### src/hdl/command_message_deframer_core_assert.svh
// assertion macros for the deframer rtl, used by the request queue
// needs a clk and an active-low rst_n in the scope of use
`ifndef COMMAND_MESSAGE_DEFRAMER_CORE_ASSERT_SVH
`define COMMAND_MESSAGE_DEFRAMER_CORE_ASSERT_SVH

// condition holds at every edge out of reset
`define CMD_DFR_ASSERT(label, cond, msg) \
  label: assert property (@(posedge clk) disable iff (!rst_n) (cond)) else $error(msg);

// antecedent implies consequent in the next cycle
`define CMD_DFR_ASSERT_NEXT(label, ante, cons, msg) \
  label: assert property (@(posedge clk) disable iff (!rst_n) (ante) |=> (cons)) \
    else $error(msg);

`endif

### src/hdl/cmd_dfr_pkg.sv
// shared types and constants for the command message deframer
// no dependencies
`default_nettype none

package cmd_dfr_pkg;

  // message format
  localparam int SMALL_PAYLOAD_MAX = 8;
  localparam int STORE_SIZE        = 1024;   // power of two
  localparam int LEN_W             = 10;
  localparam int ADDR_W            = 10;
  localparam int SLOT_W            = 3;
  localparam int BYTE_W            = 8;
  localparam int CMD_W             = 7;
  localparam int KIND_W            = 2;

  // request queue between front and back
  localparam int QDEPTH  = 2;
  localparam int QPTR_W  = (QDEPTH > 1) ? $clog2(QDEPTH) : 1;
  localparam int QCNT_W  = $clog2(QDEPTH + 1);

  // result kinds
  localparam logic [KIND_W-1:0] KIND_HEADER = 2'd0;
  localparam logic [KIND_W-1:0] KIND_ARG    = 2'd1;
  localparam logic [KIND_W-1:0] KIND_STORE  = 2'd2;

  // classified request handed from front to back
  typedef struct packed {
    logic [KIND_W-1:0] kind;
    logic [SLOT_W-1:0] slot;
    logic [LEN_W-1:0]  offset;
    logic [BYTE_W-1:0] data;
    logic [CMD_W-1:0]  command;
    logic [LEN_W-1:0]  length;
    logic              done;
  } dfr_req_t;

endpackage

`default_nettype wire

### src/hdl/cmd_dfr_front.sv
// front end: header / payload state machine, classifies each byte
// depends on cmd_dfr_pkg
`default_nettype none

module cmd_dfr_front (
  input  wire logic                            clk,
  input  wire logic                            rst_n,
  input  wire logic                            push,
  input  wire logic [cmd_dfr_pkg::BYTE_W-1:0]  rx_byte,
  output cmd_dfr_pkg::dfr_req_t                req
);

  localparam logic [1:0] PH_HDR1 = 2'd0;
  localparam logic [1:0] PH_HDR2 = 2'd1;
  localparam logic [1:0] PH_DATA = 2'd2;

  logic [1:0]                        phase_r, phase_nxt;
  logic [cmd_dfr_pkg::CMD_W-1:0]     cmd_r, cmd_nxt;
  logic [cmd_dfr_pkg::LEN_W-1:0]     len_r, len_nxt;
  logic [cmd_dfr_pkg::LEN_W-1:0]     cnt_r, cnt_nxt;
  logic [cmd_dfr_pkg::LEN_W-1:0]     cnt_inc;
  logic [cmd_dfr_pkg::LEN_W-1:0]     len_hdr2;

  assign cnt_inc  = cnt_r + 1'b1;
  assign len_hdr2 = {len_r[cmd_dfr_pkg::LEN_W-1:cmd_dfr_pkg::BYTE_W], rx_byte};

  // next state and request classification
  always_comb begin
    phase_nxt   = phase_r;
    cmd_nxt     = cmd_r;
    len_nxt     = len_r;
    cnt_nxt     = cnt_r;
    req         = '0;
    req.kind    = cmd_dfr_pkg::KIND_HEADER;
    unique case (phase_r)
      PH_HDR1: begin
        cmd_nxt   = {1'b1, rx_byte[7:2]};
        len_nxt   = {rx_byte[1:0], {cmd_dfr_pkg::BYTE_W{1'b0}}};
        cnt_nxt   = '0;
        phase_nxt = PH_HDR2;
      end
      PH_HDR2: begin
        len_nxt = len_hdr2;
        cnt_nxt = '0;
        if (len_hdr2 == '0) begin
          req.done  = 1'b1;
          phase_nxt = PH_HDR1;
        end else begin
          phase_nxt = PH_DATA;
        end
      end
      PH_DATA: begin
        req.data   = rx_byte;
        req.offset = cnt_r;
        if (len_r <= cmd_dfr_pkg::LEN_W'(cmd_dfr_pkg::SMALL_PAYLOAD_MAX)) begin
          req.kind = cmd_dfr_pkg::KIND_ARG;
          req.slot = cnt_r[cmd_dfr_pkg::SLOT_W-1:0];
        end else begin
          req.kind = cmd_dfr_pkg::KIND_STORE;
        end
        cnt_nxt = cnt_inc;
        if (cnt_inc >= len_r) begin
          req.done  = 1'b1;
          phase_nxt = PH_HDR1;
          cnt_nxt   = '0;
        end
      end
      default: begin
        phase_nxt = PH_HDR1;
      end
    endcase
    req.command = cmd_nxt;
    req.length  = len_nxt;
  end

  // message state
  always_ff @(posedge clk) begin
    if (!rst_n) begin
      phase_r <= PH_HDR1;
      cmd_r   <= 7'h40;
      len_r   <= '0;
      cnt_r   <= '0;
    end else if (push) begin
      phase_r <= phase_nxt;
      cmd_r   <= cmd_nxt;
      len_r   <= len_nxt;
      cnt_r   <= cnt_nxt;
    end
  end

endmodule

`default_nettype wire

### src/hdl/cmd_dfr_queue.sv
// short request queue between front and back ends
// depends on cmd_dfr_pkg and the assertion macro header
`default_nettype none
`include "command_message_deframer_core_assert.svh"

module cmd_dfr_queue (
  input  wire logic                  clk,
  input  wire logic                  rst_n,
  input  wire logic                  push,
  input  wire cmd_dfr_pkg::dfr_req_t push_req,
  output logic                       full,
  input  wire logic                  pop,
  output logic                       q_valid,
  output cmd_dfr_pkg::dfr_req_t      q_req
);

  localparam logic [cmd_dfr_pkg::QCNT_W-1:0] QCNT_FULL = cmd_dfr_pkg::QCNT_W'(cmd_dfr_pkg::QDEPTH);

  cmd_dfr_pkg::dfr_req_t                mem_r [cmd_dfr_pkg::QDEPTH];
  logic [cmd_dfr_pkg::QPTR_W-1:0]       wr_ptr_r, rd_ptr_r;
  logic [cmd_dfr_pkg::QCNT_W-1:0]       count_r, count_nxt;
  logic                                 do_pop;

  assign full    = (count_r == QCNT_FULL);
  assign q_valid = (count_r != '0);
  assign q_req   = mem_r[rd_ptr_r];
  assign do_pop  = pop && q_valid;

  function automatic logic [cmd_dfr_pkg::QPTR_W-1:0] ptr_inc(
    input logic [cmd_dfr_pkg::QPTR_W-1:0] p
  );
    if (p == cmd_dfr_pkg::QPTR_W'(cmd_dfr_pkg::QDEPTH - 1)) return '0;
    return p + 1'b1;
  endfunction

  // occupancy
  always_comb begin
    count_nxt = count_r;
    if (push && !do_pop) count_nxt = count_r + 1'b1;
    else if (do_pop && !push) count_nxt = count_r - 1'b1;
  end

  // storage
  always_ff @(posedge clk) begin
    if (push) mem_r[wr_ptr_r] <= push_req;
  end

  // pointers
  always_ff @(posedge clk) begin
    if (!rst_n) begin
      wr_ptr_r <= '0;
      rd_ptr_r <= '0;
      count_r  <= '0;
    end else begin
      if (push)   wr_ptr_r <= ptr_inc(wr_ptr_r);
      if (do_pop) rd_ptr_r <= ptr_inc(rd_ptr_r);
      count_r <= count_nxt;
    end
  end

  // checks
  `CMD_DFR_ASSERT(a_count_bound, count_r <= QCNT_FULL, "queue overfilled")
  `CMD_DFR_ASSERT_NEXT(a_count_up, push && !do_pop, count_r == $past(count_r) + 1'b1, "no rise")
  `CMD_DFR_ASSERT_NEXT(a_count_dn, do_pop && !push, count_r == $past(count_r) - 1'b1, "no fall")
  `CMD_DFR_ASSERT_NEXT(a_ptr_wrap, count_r == '0 && !push, rd_ptr_r == wr_ptr_r, "pointers apart")

endmodule

`default_nettype wire

### src/hdl/cmd_dfr_back.sv
// back end: store address generation and output register
// depends on cmd_dfr_pkg
`default_nettype none

module cmd_dfr_back (
  input  wire logic                             clk,
  input  wire logic                             rst_n,
  input  wire logic                             cfg_we,
  input  wire logic [cmd_dfr_pkg::ADDR_W-1:0]   cfg_wdata,
  input  wire logic                             q_valid,
  input  wire cmd_dfr_pkg::dfr_req_t            q_req,
  output logic                                  pop,
  output logic                                  out_valid,
  input  wire logic                             out_stall,
  output logic [cmd_dfr_pkg::KIND_W-1:0]        out_kind,
  output logic [cmd_dfr_pkg::SLOT_W-1:0]        out_arg_slot,
  output logic [cmd_dfr_pkg::ADDR_W-1:0]        out_store_address,
  output logic [cmd_dfr_pkg::BYTE_W-1:0]        out_data_byte,
  output logic [cmd_dfr_pkg::CMD_W-1:0]         out_command,
  output logic [cmd_dfr_pkg::LEN_W-1:0]         out_msg_length,
  output logic                                  out_message_done
);

  localparam int SUM_W = cmd_dfr_pkg::ADDR_W + 1;

  logic [cmd_dfr_pkg::ADDR_W-1:0] store_base_r;
  logic                           out_valid_r;
  logic [SUM_W-1:0]               addr_sum;
  logic [SUM_W-1:0]               addr_wrap;
  logic [cmd_dfr_pkg::ADDR_W-1:0] addr_nxt;

  // base plus offset, wrapped to the store size
  assign addr_sum  = SUM_W'(store_base_r) + SUM_W'(q_req.offset);
  assign addr_wrap = addr_sum % SUM_W'(cmd_dfr_pkg::STORE_SIZE);
  assign addr_nxt  = (q_req.kind == cmd_dfr_pkg::KIND_STORE) ?
                     addr_wrap[cmd_dfr_pkg::ADDR_W-1:0] : '0;

  assign pop       = q_valid && (!out_valid_r || !out_stall);
  assign out_valid = out_valid_r;

  // store base register
  always_ff @(posedge clk) begin
    if (!rst_n) store_base_r <= '0;
    else if (cfg_we) store_base_r <= cfg_wdata;
  end

  // output valid
  always_ff @(posedge clk) begin
    if (!rst_n) out_valid_r <= 1'b0;
    else if (pop) out_valid_r <= 1'b1;
    else if (!out_stall) out_valid_r <= 1'b0;
  end

  // output payload
  always_ff @(posedge clk) begin
    if (pop) begin
      out_kind          <= q_req.kind;
      out_arg_slot      <= q_req.slot;
      out_store_address <= addr_nxt;
      out_data_byte     <= q_req.data;
      out_command       <= q_req.command;
      out_msg_length    <= q_req.length;
      out_message_done  <= q_req.done;
    end
  end

endmodule

`default_nettype wire

### src/hdl/command_message_deframer_core.sv
// command message deframer, one result per received byte
// path: each accepted byte's request is registered in the request queue, then in the output register
// throughput: one byte per cycle while the request queue is not full
// a two-entry request queue lets input and output stall independently
// reset: synchronous active-low rst_n clears message state, queue and store base
// depends on cmd_dfr_pkg, cmd_dfr_front, cmd_dfr_queue, cmd_dfr_back
`default_nettype none

module command_message_deframer_core (
  input  wire logic                             clk,
  input  wire logic                             rst_n,
  input  wire logic                             cfg_we,
  input  wire logic [cmd_dfr_pkg::ADDR_W-1:0]   cfg_wdata,
  input  wire logic                             in_valid,
  output logic                                  in_stall,
  input  wire logic [cmd_dfr_pkg::BYTE_W-1:0]   in_rx_byte,
  output logic                                  out_valid,
  input  wire logic                             out_stall,
  output logic [cmd_dfr_pkg::KIND_W-1:0]        out_kind,
  output logic [cmd_dfr_pkg::SLOT_W-1:0]        out_arg_slot,
  output logic [cmd_dfr_pkg::ADDR_W-1:0]        out_store_address,
  output logic [cmd_dfr_pkg::BYTE_W-1:0]        out_data_byte,
  output logic [cmd_dfr_pkg::CMD_W-1:0]         out_command,
  output logic [cmd_dfr_pkg::LEN_W-1:0]         out_msg_length,
  output logic                                  out_message_done
);

  cmd_dfr_pkg::dfr_req_t front_req;
  cmd_dfr_pkg::dfr_req_t q_req;
  logic                  q_full;
  logic                  q_valid;
  logic                  q_pop;
  logic                  push;

  // accept while the queue has room and reset is released
  assign in_stall = q_full || !rst_n;
  assign push     = in_valid && !in_stall;

  cmd_dfr_front u_front (
    .clk     (clk),
    .rst_n   (rst_n),
    .push    (push),
    .rx_byte (in_rx_byte),
    .req     (front_req)
  );

  cmd_dfr_queue u_queue (
    .clk      (clk),
    .rst_n    (rst_n),
    .push     (push),
    .push_req (front_req),
    .full     (q_full),
    .pop      (q_pop),
    .q_valid  (q_valid),
    .q_req    (q_req)
  );

  cmd_dfr_back u_back (
    .clk               (clk),
    .rst_n             (rst_n),
    .cfg_we            (cfg_we),
    .cfg_wdata         (cfg_wdata),
    .q_valid           (q_valid),
    .q_req             (q_req),
    .pop               (q_pop),
    .out_valid         (out_valid),
    .out_stall         (out_stall),
    .out_kind          (out_kind),
    .out_arg_slot      (out_arg_slot),
    .out_store_address (out_store_address),
    .out_data_byte     (out_data_byte),
    .out_command       (out_command),
    .out_msg_length    (out_msg_length),
    .out_message_done  (out_message_done)
  );

endmodule

`default_nettype wire
### config.mk
export PLATFORM = sky130hd
export DESIGN_NAME = command_message_deframer_core
export DESIGN_NICKNAME = d
export VERILOG_FILES = /design/src/hdl/cmd_dfr_pkg.sv /design/src/hdl/cmd_dfr_front.sv /design/src/hdl/cmd_dfr_queue.sv /design/src/hdl/cmd_dfr_back.sv /design/src/hdl/command_message_deframer_core.sv
export VERILOG_INCLUDE_DIRS = /design/src /design/src/hdl
export SDC_FILE = /design/constraint.sdc
export NUM_CORES = 1
export LEC_CHECK = 0
export BUFFER_PORTS_ARGS = -buffer_cell sky130_fd_sc_hd__buf_2
export CAP_MARGIN = 20
export CELL_PAD_IN_SITES_DETAIL_PLACEMENT = 1
export CELL_PAD_IN_SITES_GLOBAL_PLACEMENT = 1
export CORE_MARGIN = 2
export CORE_UTILIZATION = 40
export CTS_BUF_LIST = sky130_fd_sc_hd__clkbuf_8
export DETAILED_ROUTE_END_ITERATION = 7
export GPL_ROUTABILITY_DRIVEN = 1
export PLACE_DENSITY_LB_ADDON = 0.1
export SKIP_CTS_REPAIR_TIMING = 1
export SYNTH_ARGS = -nofsm -noshare
export SYNTH_HDL_FRONTEND = slang
export SYNTH_SLANG_ARGS = --single-unit
### constraint.sdc
create_clock -name clk -period 3.2 [get_ports clk]
set_input_delay 0.32 -clock clk [delete_from_list [all_inputs] [get_ports clk]]
set_output_delay 0.32 -clock clk [all_outputs]
set_load 0.005 [all_outputs]
==> run_results.csv <==
group,metric,value,unit
sta,report.final.slew_viol_count,0,
final_layout,diodes,0,
detailed_routing,ant_nets,0,
floorplan,core.rowCount,48,
critical_path,worst-path-buf-inv,0,
detailed_routing,first_iter_violations,220,
sta,hold_viol,0,
critical_path,crit_required,3440,ps
synth,yosysWarnings,0,
placed_design,gp_congestion,0.776,
critical_path,cp-end-kind,"register",
clocking,cts.sinks,168,
critical_path,cpPeakStageDelay,490,ps
sta,worstMarginPinSlew,950,ps
critical_path,slowest_stage,"dfxtp_1",
clocking,cts.root.buffer_cell,"clkbuf_8",
sta,rsz0062_at_grt,"false",
critical_path,crit_fanout,7,
final_layout,fin_nets,637,
floorplan,fp.dieW,137,microns
synth,syn-num-nets,568,
grt,grt_antenna_before_repair,0,
clocking,cts_max_path_buffers,2,
detailed_routing,routedWlPerCell,18.2,microns
sta,setup_tns,0,ps
floorplan,pin_count,66,
synth,avgSynthCellArea,13.7,sq um
final_layout,final_common_cell,"edfxtp_1",
grt,grt_max_degree,35,
clocking,clkSlewWorstSetupHoldPaths,90,ps
placed_design,dpl-instance-area,7680,sq um
final_layout,area_growth,13.6,%
floorplan,core,17300,sq um
placed_design,dpl.hpwl,10.7,mm
power_and_ir_drop,vdd_drop_max,258,uV
sta,fmax,0.361,GHz
grt,globalRouteOverflowTotal,0,
floorplan,start_util,41.0,%
synth,syn_area,7090,sq um
critical_path,arrival,3010,ps
power_and_ir_drop,p_per_area,731,nW/um^2
final_layout,nFillCells,1801,
synth,synth_edf_count,123,
final_layout,final_cell_area,8050,sq um
grt,grt_pass1_vias,4575,
power_and_ir_drop,p_leak,3.03,nW
sta,slew_headroom,36.4,%
clocking,numCtsBuffers,17,
sta,fin_crit_sh,86.6,%
synth,synthArstFlopShare,0,%
critical_path,reg2reg_from,"u_front.cnt_r[0]$_SDFFE_PN0P_",
critical_path,start_kind,"register",
min_path,min-delay-start,"cfg_wdata[7]",
clocking,cts_tree,"yes",
detailed_routing,totalWireLength,15.0,mm
final_layout,multi_input_area,2310,sq um
synth,ys_ff_latch,168,
synth,yosysSeqAreaShare,64.8,%
detailed_routing,dr_total_vias,4250,
critical_path,critical_path.top_delay_family,"simple AND/OR/NAND/NOR gates",
critical_path,crit_chain,"ha_1 > nand4_1 > nor2_1 > xnor2_1 > ha_1 > nand4_1 > or2_1 > o211ai_1 > o21ai_0 > a21boi_0",
sta,finClkSkew,12.5,ps
final_layout,layout_common_cells,"edfxtp_1, buf_2, mux2_2, dfxtp_1, nor2_1",
min_path,hp-class,"in -> reg",
clocking,htreeDepth,4,
sta,fin_crit,2770,ps
floorplan,die-area,18800,sq um
synth,ys.flop_type,"edfxtp_1",
detailed_routing,firstDrtPassIters,4,
placed_design,io_buffer_count,65,
detailed_routing,drc,0,
grt,grtUsageTotal,17.3,%
status,outcome,"completed",
final_layout,drive_above_1_share,25.8,%
floorplan,dieHeight,137,microns
sta,setup_viol,0,
synth,postSynthCellCount,519,
grt,grt_pass1_wl,24.3,mm
critical_path,criticalPathCategory,"reg -> reg",
detailed_routing,vias_per_cell,5.15,
final_layout,seq_area,4600,sq um
synth,synth_cell_types,51,
clocking,clk_latency,450,ps
run,max_cap_violations,0,
critical_path,cp-startpoint,"u_front.cnt_r[0]$_SDFFE_PN0P_",
==> cell type report <==
cell class                      count  share of cell area, %
Clock buffer                       17                   2.91
Clock inverter                     15                   1.71
Inverter                           27                   1.32
Multi-Input combinational cell    304                   28.6
Sequential cell                   168                   57.1
Tap cell                          225                   3.50
Timing Repair Buffer               70                   4.82
==> stage by stage <==
stage | util [%] | setup WS, ps | hold slack [ps] | power (W) | instances
floorplan | - | 161 | 405 | 0.00394 | 519
global placement | 44.4 | 644 | 424 | 0.00448 | 794
detailed placement | 44.4 | 478 | 435 | 0.00452 | 794
CTS | 46.5 | 445 | 73.2 | 0.00598 | 826
global route | 46.5 | 204 | 90.2 | 0.00626 | 826
finish | 46.5 | 430 | 108 | 0.00588 | 826
==> logic make-up (layout without fill, tap and decap cells) <==
family	Yosys count	after routing	synth area share [%]
flip-flops	168	168	64.8
AND/OR/NAND/NOR	131	131	9.27
AO/OA/AOI/OAI	68	68	6.80
multiplexers	61	61	9.43
buffers and inverters	47	129	2.77
adder cells (fa/ha/maj)	26	26	4.70
XOR/XNOR	18	18	2.22
==> synth_stat cells, types with 11 or more instances <==
cell / n / area, sq um
edfxtp_1: 123 / 3690
dfxtp_1: 45 / 901
mux2_2: 45 / 507
nor2_1: 37 / 139
nand2_1: 32 / 120
ha_1: 25 / 313
inv_1: 25 / 93.8
and2_1: 21 / 131
mux2i_1: 15 / 150
o21ai_0: 13 / 65.1
a22o_1: 11 / 96.3
==> flip-flops by register name (all words and copies together), names as in the netlist, 3 cells and up, named ones only <==
signal / count
u_front.cmd_r: 7
u_back.out_msg_length: 10
u_back.out_data_byte: 8
u_back.out_command: 7
u_back.out_arg_slot: 3
u_back.store_base_r: 10
u_front.len_r: 10
u_back.out_store_address: 10
u_front.cnt_r: 10
u_queue.mem_r: 82
==> power by group <==
part	total [W]	leakage (nW)	switching [W]	internal (W)
combinational	0.00141	1.30	0.000823	0.000591
clock	0.00145	0.200	0.000763	0.000683
sequential	0.00302	1.53	0.000149	0.00288
==> worst paths after layout <==
check / to / slack [ps] / cells after the start
max reg2reg: u_queue.mem_r[1][0]$_DFFE_PP_ / 430 / 10
min reg2reg: u_front.cmd_r[6]$_SDFFE_PN1P_ / 450 / 1
min: u_back.store_base_r[7]$_SDFFE_PN0P_ / 110 / 3
max: u_queue.mem_r[1][0]$_DFFE_PP_ / 430 / 10
==> metal layers <==
metal  track usage (%)  share of wire, %
met1              23.2                48
met2              27.2                48
met3              4.11               3.0
met4              6.36               1.7
met5                 0                 0
==> worst reg2reg max path, cell delays in order, from the launching register on <==
cell and delay [ps]:
dfxtp_1 490, ha_1 280, nand4_1 160, nor2_1 180
xnor2_1 120, ha_1 320, nand4_1 110, or2_1 280
o211ai_1 190, o21ai_0 110, a21boi_0 320
(Power assumes the default switching activity.)
